$ cat config.mk
export PLATFORM = sky130hd
export DESIGN_NAME = mma_cell
export DESIGN_NICKNAME = d
export VERILOG_FILES = /design/src/rtl/core/mma_pkg.sv /design/src/rtl/core/mma_cell.sv
export SDC_FILE = /design/constraint.sdc
export NUM_CORES = 1
export LEC_CHECK = 0
export BUFFER_PORTS_ARGS = -buffer_cell sky130_fd_sc_hd__buf_2
export CORE_UTILIZATION = 65
export DETAILED_ROUTE_END_ITERATION = 12
export GPL_ROUTABILITY_DRIVEN = 1
export GPL_TIMING_DRIVEN = 0
export PLACE_DENSITY = 0.83
export SLEW_MARGIN = 20
export SYNTH_ARGS = -nofsm -noshare
export SYNTH_HDL_FRONTEND = slang
export SYNTH_SLANG_ARGS = --single-unit
$ cat constraint.sdc
create_clock -name aclk -period 14.1 [get_ports aclk]
set_clock_uncertainty 0.1 [all_clocks]
set_input_delay 2.82 -clock aclk [delete_from_list [all_inputs] [get_ports aclk]]
set_output_delay 2.82 -clock aclk [all_outputs]
set_load 0.02 [all_outputs]
$ cat src/rtl/core/mma_pkg.sv
// shared types and constants for the matrix multiply-accumulate block
package mma_pkg;

    localparam int MAX_DIM   = 16;
    localparam int IDX_W     = $clog2(MAX_DIM);
    localparam int DIM_W     = 5;
    localparam int AB_W      = 16;
    localparam int C_W       = 40;
    localparam int PROD_W    = 2 * AB_W;
    localparam int CMD_W     = 3;
    localparam int FIELD_W   = 4;
    localparam int CFG_IDX_W = 2;

    localparam logic [CMD_W-1:0] CMD_LOAD_A = 3'd0;
    localparam logic [CMD_W-1:0] CMD_LOAD_B = 3'd1;
    localparam logic [CMD_W-1:0] CMD_LOAD_C = 3'd2;
    localparam logic [CMD_W-1:0] CMD_MAC    = 3'd3;
    localparam logic [CMD_W-1:0] CMD_READ_C = 3'd4;

    localparam logic [CFG_IDX_W-1:0] REG_ROWS  = 2'd0;
    localparam logic [CFG_IDX_W-1:0] REG_INNER = 2'd1;
    localparam logic [CFG_IDX_W-1:0] REG_COLS  = 2'd2;

    localparam logic signed [C_W-1:0] C_MAX = {1'b0, {(C_W-1){1'b1}}};
    localparam logic signed [C_W-1:0] C_MIN = {1'b1, {(C_W-1){1'b0}}};

    // token handed from cell to cell along the chain
    typedef struct packed {
        logic                     vld;
        logic                     last;
        logic signed [C_W-1:0]    acc;
        logic                     ovf;
    } mma_tok_t;

endpackage

$ cat src/rtl/core/mma_cell.sv
// one multiply-accumulate cell: adds its stored a*b product to the passing token
module mma_cell (
    input  logic                            aclk,
    input  logic                            aresetn,
    input  logic                            a_we,
    input  logic                            b_we,
    input  logic [mma_pkg::IDX_W-1:0]       wr_idx,
    input  logic signed [mma_pkg::AB_W-1:0] wr_data,
    input  logic [mma_pkg::IDX_W-1:0]       rd_row,
    input  logic [mma_pkg::IDX_W-1:0]       rd_col,
    input  logic                            en_in,
    input  mma_pkg::mma_tok_t               tok_in,
    output mma_pkg::mma_tok_t               tok_out
);
    import mma_pkg::*;

    logic signed [AB_W-1:0]   a_col [MAX_DIM];
    logic signed [AB_W-1:0]   b_row [MAX_DIM];
    logic signed [AB_W-1:0]   a_op_reg;
    logic signed [AB_W-1:0]   b_op_reg;
    logic signed [PROD_W-1:0] prod;
    logic signed [C_W:0]      sum;
    mma_tok_t                 tok_next;
    mma_tok_t                 tok_reg;

    // operand stores: this cell's column of A and row of B, read ahead of the token that uses them
    always_ff @(posedge aclk) begin
        if (a_we) a_col[wr_idx] <= wr_data;
        if (b_we) b_row[wr_idx] <= wr_data;
        a_op_reg <= a_col[rd_row];
        b_op_reg <= b_row[rd_col];
    end

    // product and saturating add
    always_comb begin
        prod     = a_op_reg * b_op_reg;
        sum      = {tok_in.acc[C_W-1], tok_in.acc} + {{(C_W+1-PROD_W){prod[PROD_W-1]}}, prod};
        tok_next = tok_in;
        if (en_in) begin
            if (sum[C_W] != sum[C_W-1]) begin
                tok_next.acc = sum[C_W] ? C_MIN : C_MAX;
                tok_next.ovf = 1'b1;
            end else begin
                tok_next.acc = sum[C_W-1:0];
            end
        end
    end

    always_ff @(posedge aclk) begin
        if (!aresetn) begin
            tok_reg.vld <= 1'b0;
        end else begin
            tok_reg.vld <= tok_in.vld;
        end
        tok_reg.last <= tok_in.last;
        tok_reg.acc  <= tok_next.acc;
        tok_reg.ovf  <= tok_next.ovf;
    end

    assign tok_out = tok_reg;

endmodule
# Yosys cells after proc, flatten, opt, wreduce, memory -nomap -nowiden
# Memories as Yosys holds them, arrays and structs flattened. A register that Yosys moved wholly into a read port is not among the register bits.
# Cells that the tools add are included.
# classes
reduce_logical,0
addsub,1
mux,8
shifts,0
n_eq_ne,1
div_mod_pow,0
order_cmp,0
mul,1
bitwise,0
# op_table
operator,n
40-bit two-way mux,2
40-bit by 32-bit adder with 41-bit output,1
41-bit two-way mux,1
16-bit by 16-bit multiplier with 32-bit output,1
1-bit two-way mux,5
1-bit != test,1
# totals
latch_bits,0
mem_bits_ro,0
elab_cells,17
register_bits,43
out_inout_bits,43
inputBits,76
ram_bits,512
mem_count,2
# memory_table
memory,words,word_bits,read_ports,rd_ports_with_merged_regs,wr,line_no,text
a_col,16,16,1,1,1,mma_cell.sv:17,logic signed [AB_W-1:0] a_col [MAX_DIM];
b_row,16,16,1,1,1,mma_cell.sv:18,logic signed [AB_W-1:0] b_row [MAX_DIM];

# Logic depth before layout (Yosys ltp)
# logic_depth
depth_word,5
depth_mapped,26
depth_no_buf,24

# Worst setup path before layout
# Ideal clock, no wire load.
# synth_path
path_type,in2reg
startpoint,in tok_in[16] (netlist name)
endpoint,reg tok_reg (netlist bit tok_out[15])
setup_ns,0.068
slack_ns,6.290
path_stages,20
t_arrival_ns,7.642
path_buffers,1
path_cell_list,inv_1 fa_1 inv_1 fa_1 fa_1 fa_1 inv_1 fa_1 inv_1 ha_1 a21oi_1 inv_1 a211oi_2 o31a_1 nor4_2 or3_4 a211oi_4 buf_6 nor2_2 o2bb2ai_2
# synth_rtl
item,line_no,text
from (decl),mma_cell.sv:12,"input mma_pkg::mma_tok_t tok_in,"
to (decl),mma_cell.sv:24,mma_tok_t tok_reg;

==> out/qor_table.md <==
| Result | This run | Unit |
|:---|:---|:---|
| Max-cap viol count | 0 | - |
| Met2 WL post-DR | 45800 | um |
| Routed metal-1 wire length | 32500 | um |
| Non-filler instance count after layout | 3288 | - |
| Fin worst setup slack | 5.40 | ns |
| Global-route wire length before repair | 137000 | um |
| Share of the synthesized area in compound gates (AO/OA/AOI/OAI) | 0.0436 | - |
| Dominant combinational cell family by area after synthesis | adder cells | - |
| Required time of the worst setup path | 14.54 | ns |
| Routed len/inst | 27.8 | um |
| Die boundary height | 232 | um |
| Total DRC errors in the routed layout | 0 | - |
| Slack of the worst reg-to-reg path | 5.40 | ns |
| Row cnt | 84 | - |
| Headroom to the max-slew limit | 0.241 | - |
| Number of placed instances, taps included | 3184 | - |
| Achievable frequency | 115 | MHz |
| Maximum level of the CTS H-tree | 2 | - |
| Syn Nets | 2891 | - |
| Clock tree from TritonCTS | yes | - |
| Post-cts sizing count | 0 | - |
| Capturing element type of the critical path | flop | - |
| Cell type of the slowest stage on the worst timing path | sky130_fd_sc_hd__fa_1 | - |
| Result of the run | completed | - |
| Number of CTS-inserted buffers | 56 | - |
| Final core area utilization | 0.727 | - |
| Share of the yosys chip area belonging to registers | 0.489 | - |
| Proportion of layout cells with a drive suffix above 1 | 0.185 | - |
| Layout-stage area growth over the synthesis result | 10.5 | % |
| Remaining number of nets flagged by the antenna check after routing | 0 | - |
| Longest individual stage delay on the worst path | 0.76 | ns |
| Warnings from Yosys | 0 | - |
| Buffering stage count on the worst path with inverters included | 8 | - |
| RSZ-0062 raised after global routing | false | - |
| Die ar. | 54000 | um2 |
| Total gr overflow | 0 | - |
| Top flip-flop cell by instance count after synthesis | sky130_fd_sc_hd__edfxtp_1 | - |
| Final weighted congestion of routability-driven global placement | 0.953 | - |
| Uppermost routed layer | met5 | - |
| Pre-CTS setup slack | 5.43 | ns |
| Fin. max-slew vios | 0 | - |
| Number of instances in the synthesized netlist | 2363 | - |
| Global Route Usage Sum | 0.352 | - |
| Met3 wirelength from detailed routing | 8840 | um |
| Via/cell ratio | 6.28 | - |
| Delay-heaviest family, CP | adder cells | - |
| Number of top-level pins | 119 | - |
| Clock tree sinks | 587 | - |
| Total of endpoints with negative setup slack in the final report | 0 | - |
| Adder and majority cell fraction of the synthesized area | 0.237 | - |
| Initial DRC count | 2355 | - |
| Final worst path period share | 0.617 | - |
| Largest buffer count on any clock path | 3 | - |
| Number of hold-slack violations in the final timing report | 0 | - |
| Length of the first detailed-routing pass in iterations | 6 | - |
| Critical path startpoint category | flop | - |
| Antenna violations before repair | 3 | - |
| Final antenna diode count | 0 | - |
| Cell chosen for the clock root | sky130_fd_sc_hd__clkbuf_16 | - |
| Share of async-settable or async-resettable flops after synthesis | 0 | - |
| Final Net Count | 3082 | - |
| Worst-skew pair later-pin latency | 0.64 | ns |
| Clock slew at the register clock pins of the worst setup and hold paths | 0.06 | ns |
| Total negative slack | 0 | ns |
| Multiplexer fraction of the synthesized cell area | 0.105 | - |
| Largest net degree at the start of global routing | 33 | - |
| Number of buffers inserted by post-CTS setup repair | 0 | - |
| Count of vias placed by the detailed router | 20700 | - |
| Netlist Area Pre-Place | 34500 | um2 |
| Via count of the first global-routing pass | 22100 | - |
| Basic-gate share of the synthesized area counting and, or, nand and nor cells | 0.0592 | - |
| CP arrival | 9.13 | ns |
| Fraction of synthesized cell area in xor and xnor cells | 0.00965 | - |
| Horizontal die dimension | 232 | um |
| Placed wire-length estimate after detailed placement | 62800 | um |
| Sum of routed wire length over all layers | 91300 | um |
| Port buffer count | 110 | - |
| Worst slew pin tran | 1.14 | ns |
| Startpoint-to-endpoint class of the critical path | reg2reg | - |
| Hold-fix buffers at CTS | 0 | - |
| Mean post-synth cell area | 14.6 | um2 |
| Starting Density | 0.658 | - |
| Worst min-delay path class | reg2reg | - |
| Distinct cell type count of the synthesized netlist | 61 | - |
| EDFF count, synth | 512 | - |
| Core region area | 52400 | um2 |
| Number of storage elements in the synthesis netlist | 587 | - |
| Largest fanout of any net on the critical path | 10 | - |
| Min Clock Period, post-route | 8.70 | ns |
final timing paths:
path,from,to,cells after the start
hold / removal,b_row[2][7]$_DFFE_PP_,b_op_reg[7]$_DFF_P_,2
setup reg to reg,a_op_reg[15]$_DFF_P_,tok_out[38]$_DFF_P_,25
setup / recovery,a_op_reg[15]$_DFF_P_,tok_out[38]$_DFF_P_,25
hold reg to reg,b_row[2][7]$_DFFE_PP_,b_op_reg[7]$_DFF_P_,2
tightest hold or removal path, stage by stage (launching register included):
cell,delay [ns]
sky130_fd_sc_hd__edfxtp_1,0.32
sky130_fd_sc_hd__mux4_2,0.22
sky130_fd_sc_hd__mux4_2,0.21
final cells by class:
class / instances / area, um2
plain buffers: 89 / 377
clock buffers: 66 / 1440
clock inverters: 38 / 398
fillers: 3159 / 14300
inverters: 422 / 1580
multi-input cells: 1265 / 15700
flip-flops and latches: 587 / 16900
well taps: 688 / 861
repair buffers: 133 / 851
logic make-up (layout without fill, tap and decap cells):
group	Yosys count	count (layout)
and+or+nand+nor	427	427
xor gates and xnor gates	38	38
adders and majority gates	452	452
DFF	587	587
buffers and inverters	511	748
AOI/OAI and AO/OA	187	187
muxes	161	161
through the flow:
step,hold WS (ns),area (um2)
after detailed placement,0.661,36300
after floorplan,0.641,34500
after global routing,0.708,38100
after CTS,0.677,38100
after global placement,0.649,35900
final,0.679,38100
cells in the mapped netlist, types with 26 or more instances:
cell type                   number  area [um2]
sky130_fd_sc_hd__clkbuf_1       62         233
sky130_fd_sc_hd__nor2_1         81         304
sky130_fd_sc_hd__inv_1         422        1580
sky130_fd_sc_hd__mux4_2        160        3600
sky130_fd_sc_hd__and2_1        115         719
sky130_fd_sc_hd__nand2_1       169         634
sky130_fd_sc_hd__o21ai_0        26         130
sky130_fd_sc_hd__edfxtp_1      512       15400
sky130_fd_sc_hd__dfxtp_1        75        1500
sky130_fd_sc_hd__a21oi_1        47         235
sky130_fd_sc_hd__o2bb2ai_2      28         420
sky130_fd_sc_hd__ha_1          118        1480
sky130_fd_sc_hd__fa_1          334        6690
metal layers:
| metal | up-vias | global-route usage |
|---|---|---|
| li1 | 8475 | - |
| met5 | - | 0 |
| met4 | 6 | 0.156 |
| met3 | 270 | 0.0662 |
| met1 | 10500 | 0.455 |
| met2 | 1383 | 0.587 |
placed cells by master, fill, tap and decap left out, types with 5 or more instances in the layout:
cell                        count
sky130_fd_sc_hd__edfxtp_1     512
sky130_fd_sc_hd__inv_1        422
sky130_fd_sc_hd__fa_1         333
sky130_fd_sc_hd__nand2_1      169
sky130_fd_sc_hd__mux4_2       160
sky130_fd_sc_hd__ha_1         118
sky130_fd_sc_hd__and2_1       115
sky130_fd_sc_hd__buf_2        111
sky130_fd_sc_hd__dfxtp_1       75
sky130_fd_sc_hd__clkbuf_1      72
sky130_fd_sc_hd__clkbuf_16     56
sky130_fd_sc_hd__nor2_2        52
sky130_fd_sc_hd__nor2_1        49
sky130_fd_sc_hd__a21oi_1       47
sky130_fd_sc_hd__o2bb2ai_2     28
sky130_fd_sc_hd__o21ai_0       26
sky130_fd_sc_hd__xnor2_1       22
sky130_fd_sc_hd__buf_1         19
sky130_fd_sc_hd__a21o_1        18
sky130_fd_sc_hd__buf_6         16
sky130_fd_sc_hd__xor2_1        16
sky130_fd_sc_hd__nand3_1       12
sky130_fd_sc_hd__clkinv_1      12
sky130_fd_sc_hd__clkinv_2      11
sky130_fd_sc_hd__buf_8         11
sky130_fd_sc_hd__o21bai_1       9
sky130_fd_sc_hd__nand4_1        7
sky130_fd_sc_hd__a31oi_1        7
sky130_fd_sc_hd__o2bb2ai_1      7
sky130_fd_sc_hd__nand2b_1       6
sky130_fd_sc_hd__nor2b_1        6
sky130_fd_sc_hd__bufinv_16      6
sky130_fd_sc_hd__o21a_1         5
sky130_fd_sc_hd__o21ai_1        5
Power is not shown: default switching activity piles up to over one toggle a cycle in this logic, so the estimate is an artifact.
